$ cat config.mk
export PLATFORM = sky130hd
export DESIGN_NAME = double_ended_queue_flat
export DESIGN_NICKNAME = d
export VERILOG_FILES = /design/src/hdl/dq_pkg.sv /design/src/hdl/dq_in_if.sv /design/src/hdl/dq_out_if.sv /design/src/hdl/dq_ctrl.sv /design/src/hdl/dq_datapath.sv /design/src/hdl/double_ended_queue.sv /design/src/flat_wrapper.sv
export SDC_FILE = /design/constraint.sdc
export NUM_CORES = 1
export LEC_CHECK = 0
export BUFFER_PORTS_ARGS = -buffer_cell sky130_fd_sc_hd__buf_4
export CAP_MARGIN = 0
export CORE_MARGIN = 3
export CORE_UTILIZATION = 35
export CTS_CLUSTER_SIZE = 28
export DETAILED_ROUTE_END_ITERATION = 12
export PLACE_DENSITY_LB_ADDON = 0.05
export SYNTH_ARGS = -nofsm -noshare
export SYNTH_HDL_FRONTEND = slang
export SYNTH_SLANG_ARGS = --single-unit
export TNS_END_PERCENT = 100
$ cat constraint.sdc
create_clock -name clk_i -period 14.2 [get_ports clk_i]
set_input_delay 2.13 -clock clk_i [delete_from_list [all_inputs] [get_ports clk_i]]
set_output_delay 2.13 -clock clk_i [all_outputs]
set_load 0.02 [all_outputs]
$ cat src/hdl/dq_pkg.sv
`timescale 1ns / 1ps

package dq_pkg;

  localparam int unsigned DEPTH_DEF      = 16;
  localparam int unsigned DATA_WIDTH_DEF = 32;

  localparam int unsigned ACTION_W  = 3;
  localparam int unsigned VALUE_W   = 32;
  localparam int unsigned COUNT_O_W = 5;
  localparam int unsigned STATUS_W  = 2;

  typedef enum logic [ACTION_W-1:0] {
    ACT_PUSH_FRONT = 3'd0,
    ACT_PUSH_BACK  = 3'd1,
    ACT_POP_FRONT  = 3'd2,
    ACT_POP_BACK   = 3'd3,
    ACT_LOOK       = 3'd4
  } action_e;

  typedef enum logic [STATUS_W-1:0] {
    STAT_OK    = 2'd0,
    STAT_EMPTY = 2'd1,
    STAT_FULL  = 2'd2
  } status_e;

  typedef enum logic [1:0] {
    S_IDLE = 2'd0,
    S_EXEC = 2'd1,
    S_READ = 2'd2
  } state_e;

  typedef struct packed {
    logic capture;
    logic exec;
    logic load;
  } dq_cmd_t;

endpackage

$ cat src/hdl/dq_in_if.sv
`timescale 1ns / 1ps

interface dq_in_if
  import dq_pkg::*;
();
  logic                      valid;
  logic                      ready;
  logic [ACTION_W-1:0]       action;
  logic signed [VALUE_W-1:0] value;

  modport source (output valid, output action, output value, input ready);
  modport sink   (input valid, input action, input value, output ready);
endinterface

$ cat src/hdl/dq_out_if.sv
`timescale 1ns / 1ps

interface dq_out_if
  import dq_pkg::*;
();
  logic                      valid;
  logic                      ready;
  logic signed [VALUE_W-1:0] front_value;
  logic signed [VALUE_W-1:0] back_value;
  logic [COUNT_O_W-1:0]      item_count;
  logic                      is_empty;
  logic [STATUS_W-1:0]       status;

  modport source (output valid, output front_value, output back_value, output item_count,
                  output is_empty, output status, input ready);
  modport sink   (input valid, input front_value, input back_value, input item_count,
                  input is_empty, input status, output ready);
endinterface

$ cat src/hdl/dq_ctrl.sv
`timescale 1ns / 1ps

module dq_ctrl
  import dq_pkg::*;
(
  input  logic    clk_i,
  input  logic    rst_ni,
  input  logic    in_valid_i,
  input  logic    out_ready_i,
  output logic    in_ready_o,
  output logic    out_valid_o,
  output dq_cmd_t cmd_o
);

  state_e state_q, state_d;
  logic   out_valid_q, out_valid_d;
  logic   slot_free;

  assign slot_free = !out_valid_q || out_ready_i;

  always_comb begin
    state_d = state_q;
    unique case (state_q)
      S_IDLE: begin
        if (in_valid_i) state_d = S_EXEC;
      end
      S_EXEC: state_d = S_READ;
      S_READ: begin
        if (slot_free) state_d = S_IDLE;
      end
      default: state_d = S_IDLE;
    endcase
  end

  always_comb begin
    in_ready_o    = 1'b0;
    cmd_o         = '0;
    out_valid_d   = out_valid_q && !out_ready_i;
    unique case (state_q)
      S_IDLE: begin
        in_ready_o    = 1'b1;
        cmd_o.capture = in_valid_i;
      end
      S_EXEC: cmd_o.exec = 1'b1;
      S_READ: begin
        // load the output word once the previous one has gone
        if (slot_free) begin
          cmd_o.load  = 1'b1;
          out_valid_d = 1'b1;
        end
      end
      default: ;
    endcase
  end

  always_ff @(posedge clk_i or negedge rst_ni) begin
    if (!rst_ni) begin
      state_q     <= S_IDLE;
      out_valid_q <= 1'b0;
    end else begin
      state_q     <= state_d;
      out_valid_q <= out_valid_d;
    end
  end

  assign out_valid_o = out_valid_q;

`ifndef NO_ASSERTIONS
  a_load_sets_valid: assert property (@(posedge clk_i) disable iff (!rst_ni)
    cmd_o.load |=> out_valid_q)
    else $error("output word not presented after load");

  a_capture_to_exec: assert property (@(posedge clk_i) disable iff (!rst_ni)
    cmd_o.capture |=> state_q == S_EXEC)
    else $error("accepted word not executed");
`endif

endmodule

$ cat src/hdl/dq_datapath.sv
`timescale 1ns / 1ps

module dq_datapath
  import dq_pkg::*;
#(
  parameter int unsigned DEPTH      = DEPTH_DEF,
  parameter int unsigned DATA_WIDTH = DATA_WIDTH_DEF
) (
  input  logic                      clk_i,
  input  logic                      rst_ni,
  input  dq_cmd_t                   cmd_i,
  input  logic [ACTION_W-1:0]       action_i,
  input  logic signed [VALUE_W-1:0] value_i,
  output logic signed [VALUE_W-1:0] front_value_o,
  output logic signed [VALUE_W-1:0] back_value_o,
  output logic [COUNT_O_W-1:0]      item_count_o,
  output logic                      is_empty_o,
  output logic [STATUS_W-1:0]       status_o
);

  localparam int unsigned AW = (DEPTH > 1) ? $clog2(DEPTH) : 1;
  localparam int unsigned CW = $clog2(DEPTH + 1);
  localparam int unsigned SW = AW + 1;

  logic [DATA_WIDTH-1:0] mem [DEPTH];

  action_e               act_q;
  logic [DATA_WIDTH-1:0] val_q;
  status_e               stat_q, stat_d;
  logic [AW-1:0]         head_q, head_d;
  logic [CW-1:0]         count_q, count_d;

  logic [DATA_WIDTH-1:0] front_rd_q, back_rd_q;
  logic [CW-1:0]         count_out_q;
  status_e               stat_out_q;

  logic                  full, empty;
  logic [AW-1:0]         head_dec, head_inc, tail_idx, back_idx;
  logic [SW-1:0]         tail_sum, back_sum;
  logic                  wr_en;
  logic [AW-1:0]         wr_addr;

  assign full  = (count_q == CW'(DEPTH));
  assign empty = (count_q == '0);

  assign head_dec = (head_q == '0) ? AW'(DEPTH - 1) : head_q - 1'b1;
  assign head_inc = (head_q == AW'(DEPTH - 1)) ? '0 : head_q + 1'b1;

  // ring positions one past the back and at the back, one wrap at most
  assign tail_sum = SW'(head_q) + SW'(count_q);
  assign back_sum = tail_sum - 1'b1;
  always_comb begin
    logic [SW-1:0] t, b;
    t = (tail_sum >= SW'(DEPTH)) ? tail_sum - SW'(DEPTH) : tail_sum;
    b = (back_sum >= SW'(DEPTH)) ? back_sum - SW'(DEPTH) : back_sum;
    tail_idx = t[AW-1:0];
    back_idx = b[AW-1:0];
  end

  always_comb begin
    head_d  = head_q;
    count_d = count_q;
    stat_d  = STAT_OK;
    wr_en   = 1'b0;
    wr_addr = tail_idx;
    case (act_q)
      ACT_PUSH_FRONT: begin
        if (full) begin
          stat_d = STAT_FULL;
        end else begin
          head_d  = head_dec;
          count_d = count_q + 1'b1;
          wr_en   = 1'b1;
          wr_addr = head_dec;
        end
      end
      ACT_PUSH_BACK: begin
        if (full) begin
          stat_d = STAT_FULL;
        end else begin
          count_d = count_q + 1'b1;
          wr_en   = 1'b1;
        end
      end
      ACT_POP_FRONT: begin
        if (empty) begin
          stat_d = STAT_EMPTY;
        end else begin
          head_d  = head_inc;
          count_d = count_q - 1'b1;
        end
      end
      ACT_POP_BACK: begin
        if (empty) stat_d = STAT_EMPTY;
        else       count_d = count_q - 1'b1;
      end
      default: begin
        if (empty) stat_d = STAT_EMPTY;
      end
    endcase
  end

  always_ff @(posedge clk_i or negedge rst_ni) begin
    if (!rst_ni) begin
      head_q  <= '0;
      count_q <= '0;
    end else if (cmd_i.exec) begin
      head_q  <= head_d;
      count_q <= count_d;
    end
  end

  always_ff @(posedge clk_i) begin
    if (cmd_i.capture) begin
      act_q <= action_e'(action_i);
      val_q <= DATA_WIDTH'($unsigned(value_i));
    end
    if (cmd_i.exec) stat_q <= stat_d;
    if (cmd_i.load) begin
      count_out_q <= count_q;
      stat_out_q  <= stat_q;
    end
  end

  // two registered read ports, one write port
  always_ff @(posedge clk_i) begin
    if (cmd_i.exec && wr_en) mem[wr_addr] <= val_q;
    if (cmd_i.load) begin
      front_rd_q <= mem[head_q];
      back_rd_q  <= mem[back_idx];
    end
  end

  assign is_empty_o    = (count_out_q == '0);
  assign front_value_o = is_empty_o ? '0 : VALUE_W'(front_rd_q);
  assign back_value_o  = is_empty_o ? '0 : VALUE_W'(back_rd_q);
  assign item_count_o  = COUNT_O_W'(count_out_q);
  assign status_o      = stat_out_q;

`ifndef NO_ASSERTIONS
  a_count_bound: assert property (@(posedge clk_i) disable iff (!rst_ni)
    count_q <= CW'(DEPTH))
    else $error("entry count above depth");

  a_push_back_count: assert property (@(posedge clk_i) disable iff (!rst_ni)
    cmd_i.exec && act_q == ACT_PUSH_BACK && !full |=> count_q == $past(count_q) + 1'b1)
    else $error("push at back did not grow the count");

  a_pop_empty_hold: assert property (@(posedge clk_i) disable iff (!rst_ni)
    cmd_i.exec && (act_q == ACT_POP_FRONT || act_q == ACT_POP_BACK) && empty
    |=> $stable(head_q) && $stable(count_q))
    else $error("removal from empty queue moved the pointers");
`endif

endmodule

$ cat src/hdl/double_ended_queue.sv
`timescale 1ns / 1ps
// Bounded double-ended queue on a ring of DEPTH entries.
// req_i carries one word per operation: action (push front, push back,
// remove front, remove back, look) and value, used by the pushes only.
// rsp_o returns one word per operation: front and back entries after it
// (zero when empty), the entry count, an empty flag and a status
// (ok, empty on a failed removal or look, full on a rejected push).
// Timing: a word is taken in the idle state; the exec step then updates the
// head pointer and count and writes the ring; the read step then reads
// front and back through the two registered read ports straight into the
// output register, once that register is free. A new word is taken only
// after this three-step sequence has returned to idle.
// The output register holds a response while rsp_o.ready is low; the next
// word is still accepted and executed, and waits in the read step until
// the held response is taken.
// Reset clears head pointer, count and valid; ring contents stay undefined
// and never reach rsp_o before being written. No clearing pass is needed.

module double_ended_queue
  import dq_pkg::*;
#(
  parameter int unsigned DEPTH      = DEPTH_DEF,
  parameter int unsigned DATA_WIDTH = DATA_WIDTH_DEF
) (
  input  logic     clk_i,
  input  logic     rst_ni,
  dq_in_if.sink    req_i,
  dq_out_if.source rsp_o
);

  dq_cmd_t cmd;

  dq_ctrl u_ctrl (
    .clk_i       (clk_i),
    .rst_ni      (rst_ni),
    .in_valid_i  (req_i.valid),
    .out_ready_i (rsp_o.ready),
    .in_ready_o  (req_i.ready),
    .out_valid_o (rsp_o.valid),
    .cmd_o       (cmd)
  );

  dq_datapath #(
    .DEPTH      (DEPTH),
    .DATA_WIDTH (DATA_WIDTH)
  ) u_datapath (
    .clk_i         (clk_i),
    .rst_ni        (rst_ni),
    .cmd_i         (cmd),
    .action_i      (req_i.action),
    .value_i       (req_i.value),
    .front_value_o (rsp_o.front_value),
    .back_value_o  (rsp_o.back_value),
    .item_count_o  (rsp_o.item_count),
    .is_empty_o    (rsp_o.is_empty),
    .status_o      (rsp_o.status)
  );

endmodule

$ cat src/flat_wrapper.sv
// flat-port wrapper written by rule: the top's interface ports become plain ports
module double_ended_queue_flat import dq_pkg::*;
#(
  parameter int unsigned DEPTH      = DEPTH_DEF,
  parameter int unsigned DATA_WIDTH = DATA_WIDTH_DEF
)
  (clk_i, rst_ni, req_i_valid, req_i_action, req_i_value, req_i_ready, rsp_o_valid, rsp_o_front_value, rsp_o_back_value, rsp_o_item_count, rsp_o_is_empty, rsp_o_status, rsp_o_ready);
  dq_in_if req_i_i ();
  dq_out_if rsp_o_i ();
  input  logic clk_i;
  input  logic rst_ni;
  input wire logic [$bits(req_i_i.valid)-1:0] req_i_valid;
  input wire logic [$bits(req_i_i.action)-1:0] req_i_action;
  input wire logic [$bits(req_i_i.value)-1:0] req_i_value;
  output wire logic [$bits(req_i_i.ready)-1:0] req_i_ready;
  output wire logic [$bits(rsp_o_i.valid)-1:0] rsp_o_valid;
  output wire logic [$bits(rsp_o_i.front_value)-1:0] rsp_o_front_value;
  output wire logic [$bits(rsp_o_i.back_value)-1:0] rsp_o_back_value;
  output wire logic [$bits(rsp_o_i.item_count)-1:0] rsp_o_item_count;
  output wire logic [$bits(rsp_o_i.is_empty)-1:0] rsp_o_is_empty;
  output wire logic [$bits(rsp_o_i.status)-1:0] rsp_o_status;
  input wire logic [$bits(rsp_o_i.ready)-1:0] rsp_o_ready;
  assign req_i_i.valid = req_i_valid;
  assign req_i_i.action = req_i_action;
  assign req_i_i.value = req_i_value;
  assign req_i_ready = req_i_i.ready;
  assign rsp_o_valid = rsp_o_i.valid;
  assign rsp_o_front_value = rsp_o_i.front_value;
  assign rsp_o_back_value = rsp_o_i.back_value;
  assign rsp_o_item_count = rsp_o_i.item_count;
  assign rsp_o_is_empty = rsp_o_i.is_empty;
  assign rsp_o_status = rsp_o_i.status;
  assign rsp_o_i.ready = rsp_o_ready;
  double_ended_queue #(.DEPTH(DEPTH), .DATA_WIDTH(DATA_WIDTH)) u_core (.clk_i(clk_i), .rst_ni(rst_ni), .req_i(req_i_i), .rsp_o(rsp_o_i));
endmodule
# Word level (Yosys, flattened, before mapping)
# Memories as Yosys holds them, arrays and structs flattened. A register that Yosys moved wholly into a read port is not among the register bits.
# Index checks and enable logic that the tools add are counted.
# Widths: inputs -> output; s select.
op_classes:
  n_addsub: 8
  magnitude_cmp: 2
  n_eq_ne: 13
  reduce_logical: 17
  mux: 31
op_table:
  columns: ["op", "count"]
  rows:
  - ["$mux 32", 2]
  - ["$mux 4", 8]
  - ["$mux 1", 12]
  - ["$ne 2x2->1 const B", 6]
  - ["$sub 4x1->4 const B", 3]
  - ["$ge 5x5->1 const B", 2]
  - ["$logic_not 5->1", 2]
  - ["$mux 5", 2]
  - ["$pmux 5 s2", 1]
  - ["$sub 5x1->5 const B", 2]
  - ["$mux 2", 4]
  - ["$pmux 4 s2", 1]
  - ["$reduce_and 4->1", 2]
  - ["$eq 3x2->1 const B", 2]
  - ["$pmux 2 s3", 1]
  - ["$add 4x5->5", 1]
  - ["$add 5x1->5 const B", 1]
  - ["$eq 5x5->1 const B", 1]
  - ["$add 4x1->4 const B", 1]
  - ["$eq 4x4->1 const B", 1]
  - ["$logic_not 4->1", 1]
  - ["$reduce_bool 2->1", 2]
  - ["$reduce_or 2->1", 2]
  - ["$eq 3x1->1 const B", 1]
  - ["8 further kinds", 10]
word_totals:
  ff_bits: 56
  out_inout_bits: 74
  mem_count: 1
  ram_bits: 512
  word_cells: 81
memory_table:
  columns: ["name", "words", "width", "read_ports", "rd_ports_with_merged_regs", "write_ports", "line_no", "text"]
  rows:
  - ["u_core.u_datapath.mem", 16, 32, 2, 2, 1, "dq_datapath.sv:25", "logic [DATA_WIDTH-1:0] mem [DEPTH];"]

# Depth between registers and ports, before layout
logic_depth:
  depth_word: 6
  mapped_depth: 11

# Modules after synthesis
# A second synthesis with hierarchy kept.
hier_totals:
  hier_cells: 1606
  area_unflattened_um2: 28373.5
by_module_without_submodules:
  columns: ["module", "instances", "cells_per_inst", "area_per_inst_um2", "seq_area_each_um2"]
  rows:
  - ["dq_datapath", 1, 1594, 28240.8, 18843.1]
  - ["dq_ctrl", 1, 12, 132.6, 75.1]

# Worst setup path before layout
# No wires, ideal clock.
synth_timing:
  path_type: "input to register"
  start: "input port rsp_o_ready"
  end: "register u_core.u_datapath.back_rd_q[0], read port of u_core.u_datapath.mem, enable pin"
  slack_ns: 8.274
  path_stages: 2
  t_arrival_ns: 5.417
  path_buffers: 0
  cell_sequence: "nand2b_1 nor2b_1"
synth_lines:
  columns: ["item", "line_no", "text"]
  rows:
  - ["start, declared", "flat_wrapper.sv:22", "input wire logic [$bits(rsp_o_i.ready)-1:0] rsp_o_ready;"]
  - ["end, declared", "dq_datapath.sv:33", "logic [DATA_WIDTH-1:0] front_rd_q, back_rd_q;"]

# Final worst setup path
layout_timing:
  start: "register u_core.u_datapath.head_q[0]"
  end: "register u_core.u_datapath.back_rd_q[9], read port of u_core.u_datapath.mem (data pin)"
layout_via:
  elab_chain_len: 4
  elab_cells_between_ends: 5
  classes_between: "3 x add/sub; 1 x order compare; 1 x mux"
layout_lines:
  columns: ["item", "line_no", "text"]
  rows:
  - ["start, declared", "dq_datapath.sv:30", "logic [AW-1:0] head_q, head_d;"]
  - ["start signal, assigned", "dq_datapath.sv:105", "head_q <= '0;"]
  - ["start signal, assigned", "dq_datapath.sv:108", "head_q <= head_d;"]
  - ["$add 4x5->5 *", "dq_datapath.sv:50", "assign tail_sum = SW'(head_q) + SW'(count_q);"]
  - ["$sub 5x1->5 *", "dq_datapath.sv:51", "assign back_sum = tail_sum - 1'b1;"]
  - ["$sub 4x1->4 / $ge 5x5->1 (equally long branches)", "dq_datapath.sv:55", "b = (back_sum >= SW'(DEPTH)) ? back_sum - SW'(DEPTH) : back_sum;"]
  - ["$mux 4 *", "dq_datapath.sv:55", null]
# Every way passes the cells marked *; elsewhere a longest branch is shown, timed or not.
# A chain may end at the register's enable or synchronous reset.

==> metrics.md <==
| Metric | Value |
|---|---|
| Outcome | `finished, final reports clean` |
| Synth cell types | `39` |
| Synthesized area per cell | `21.8 um2` |
| Final Cycle Share | `34.8%` |
| Vias/cell | `5.39` |
| Global placement routability congestion | `0.693` |
| Max FO, Critical Path | `40` |
| CP bufs+invs | `3` |
| Fill cells | `6,980` |
| Adder-Cell Fraction of Synth Area | `0.545%` |
| Cell repeated most along the worst path | `buf_4` |
| M1 GR Usage | `24.8%` |
| Fin Setup TNS | `0 ps` |
| #FFs+latches synth | `632` |
| Final setup fails | `0` |
| Vias in the first global route | `14,900` |
| Post-Synthesis Cells | `1,283` |
| GR Overflow Total | `0` |
| Crit path required time | `14,530 ps` |
| Initial DRT Pass Iterations | `5` |
| Asr flop ratio synth | `1.90%` |
| Vias post-DR | `13,700` |
| Grt met2 use | `30.5%` |
| GRT Total Usage | `18.1%` |
| Die height | `289 um` |
| Post-Synth Simple-Gate Area | `2.37%` |
| First-pass GRT wire length | `107,000 um` |
| # DRC | `0` |
| Mux contribution to synthesized area | `26.8%` |
| Critical path startpoint category | `flip-flop` |
| Nets | `1,478` |
| Reg clk slew, reported paths | `60 ps` |
| Min Tclk post-route | `4940 ps` |
| Initial antenna violation count | `2` |
| Post-synthesis xor/xnor area fraction | `0.491%` |
| ANT nets after route | `0` |
| Cts hold-fix bufs | `0` |
| CP max stage cell | `buf_4` |
| CTS Buf Count | `74` |
| Register area share after synthesis | `67.5%` |
| Wire length per cell | `29.3 um` |
| Clk_skew | `19.4 ps` |
| Setup Fix Bufs, Post-CTS | `0` |
| Crit path kind | `flip-flop to flip-flop` |
| H-tree Lvls | `3` |
| Initial Util | `35.4%` |
| Post-synth EDFFs | `620` |
| CP cell instances | `ha_4, buf_4, buf_4, buf_4, mux4_2, mux2i_1, mux2i_1` |
| Routed WL | `74,300 um` |
| Drt first-iter violations | `1,003` |
| Worst path arrival time | `5280 ps` |
| RSZ-0062 raised after global routing | `no` |
| Clock Sinks | `632` |
| Ratio of cells with drive above 1 in the final layout | `38.9%` |
| Most Crowded Layer GR | `met2` |
| Synth Cell Area | `0.0280 mm2` |
| Hold crit path type | `flip-flop to flip-flop` |
| Top_reg_cell synth | `edfxtp_1` |
| Fin. Hold Viols | `0` |
| Pins over their slew limit | `0` |
| Max_cap viols | `0` |
| Rel. slew slack | `30.3%` |
| Most common cell after layout, fill and taps aside | `edfxtp_1` |
| DP HPWL | `39,400 um` |
| CTS tree | `yes` |
| Largest net degree at the start of global routing | `66` |
| Met3 usage | `3.16%` |
| Worst-Margin Slew | `1050 ps` |
| Area growth, synth to finish | `15.9%` |
| Setup ws final | `9260 ps` |
| Number of I/O port buffers | `112` |
| Total I/O pin count | `113` |
| Die width | `289 um` |
| Synth Warn # | `0` |
| Largest stage delay on the critical path | `830 ps` |
| Compound-Gate Fraction of Synth Area | `0.643%` |
| Worst-skew pair later-pin latency | `600 ps` |
| CTS max path bufs | `3` |
| Most frequent cells in the layout | `edfxtp_1, mux4_2, buf_4` |
| Critical path endpoint category | `flip-flop` |
| Top Family by Delay on Critical Path | `buffers and inverters` |
| Root buffer cell | `clkbuf_16` |
| Die area | `0.0835 mm2` |
| Cell row count | `103` |
| Resized cells post-CTS | `0` |
| Core area | `0.0791 mm2` |
| Largest family of logic cells by synthesized area | `multiplexers` |
| Place WS | `9050 ps` |
| Syn_nets | `1,333` |
| Fmax | `202 MHz` |
registers in the layout (all words and copies together), names as in the netlist:
register	flops
u_core.u_datapath.status_o	2
u_core.u_datapath.item_count_o	5
u_core.u_datapath.mem	512
u_core.u_datapath.back_rd_q	32
u_core.u_ctrl.out_valid_o	1
u_core.u_datapath.count_q	5
u_core.u_datapath.stat_q	2
u_core.u_datapath.act_q	3
u_core.u_ctrl.state_q	2
u_core.u_datapath.head_q	4
u_core.u_datapath.front_rd_q	32
u_core.u_datapath.val_q	32
path summary, 6_finish.rpt:
kind                                                            from                                  endpoint  slack (ps)  depth (start not counted)
hold reg to reg            u_core.u_datapath.stat_q[0]$_SDFFCE_PN0N_   u_core.u_datapath.status_o[0]$_DFFE_PP_         430                          0
max in group asynchronous                                     rst_ni   u_core.u_datapath.head_q[0]$_DFFE_PN0P_       12640                          1
setup reg to reg             u_core.u_datapath.head_q[0]$_DFFE_PN0P_  u_core.u_datapath.back_rd_q[9]$_DFFE_PP_        9260                          7
setup / recovery             u_core.u_datapath.head_q[0]$_DFFE_PN0P_  u_core.u_datapath.back_rd_q[9]$_DFFE_PP_        9260                          7
hold / removal             u_core.u_datapath.stat_q[0]$_SDFFCE_PN0N_   u_core.u_datapath.status_o[0]$_DFFE_PP_         430                          0
min in group asynchronous                                     rst_ni  u_core.u_datapath.count_q[4]$_DFFE_PN0P_        1370                          1
kinds of logic after synthesis:
logic type      count (synthesis)
buf+inv                        93
mux                           391
simple gates                  116
xor+xnor                       14
flops                         632
fa+ha+maj                      11
compound gates                 26
cell usage after synthesis (5+ instances only):
cell	n	area share [%]
a21oi_1	5	0.089
buf_1	5	0.067
buf_2	33	0.59
buf_6	8	0.32
clkbuf_1	40	0.54
dfrtp_1	12	1.1
edfxtp_1	620	66
ha_1	9	0.40
inv_1	6	0.080
mux2i_1	99	3.5
mux4_2	288	23
nand2_1	13	0.17
nand2b_1	5	0.11
nor2_1	6	0.080
nor2b_1	66	1.5
nor3_1	18	0.32
o21ai_0	9	0.16
xnor2_1	6	0.19
xor2_1	6	0.19
routing by layer:
layer,share of wire (%),wire length [um]
met5,0,0
met4,1.8,1330
met3,3.9,2860
met2,50,37200
met1,44,32900
metrics by stage:
step | instance area [um2] | util [%] | hold slack, ps | std cells
6_report | 32500 | 41.1 | 427 | 2536
5_1_grt | 32500 | 41.1 | 436 | 2535
4_1_cts | 32500 | 41.1 | 431 | 2535
3_5_place_dp | 30200 | 38.2 | 416 | 2402
3_3_place_gp | 30200 | 38.2 | 403 | 2402
2_1_floorplan | 28000 | - | 400 | 1283
cell type report:
cell class	instances	area, um2	share of cell area [%]
Sequential cell	632	18900	58.3
Multi-Input combinational cell	558	8800	27.1
Clock buffer	98	2030	6.23
Tap cell	1050	1310	4.04
Timing Repair Buffer	156	1170	3.60
Clock inverter	35	225	0.693
Inverter	6	22.5	0.0693
Antenna cell	1	2.50	0.00770
Power is not shown: default switching activity piles up to over one toggle a cycle in this logic, so the estimate is an artifact.
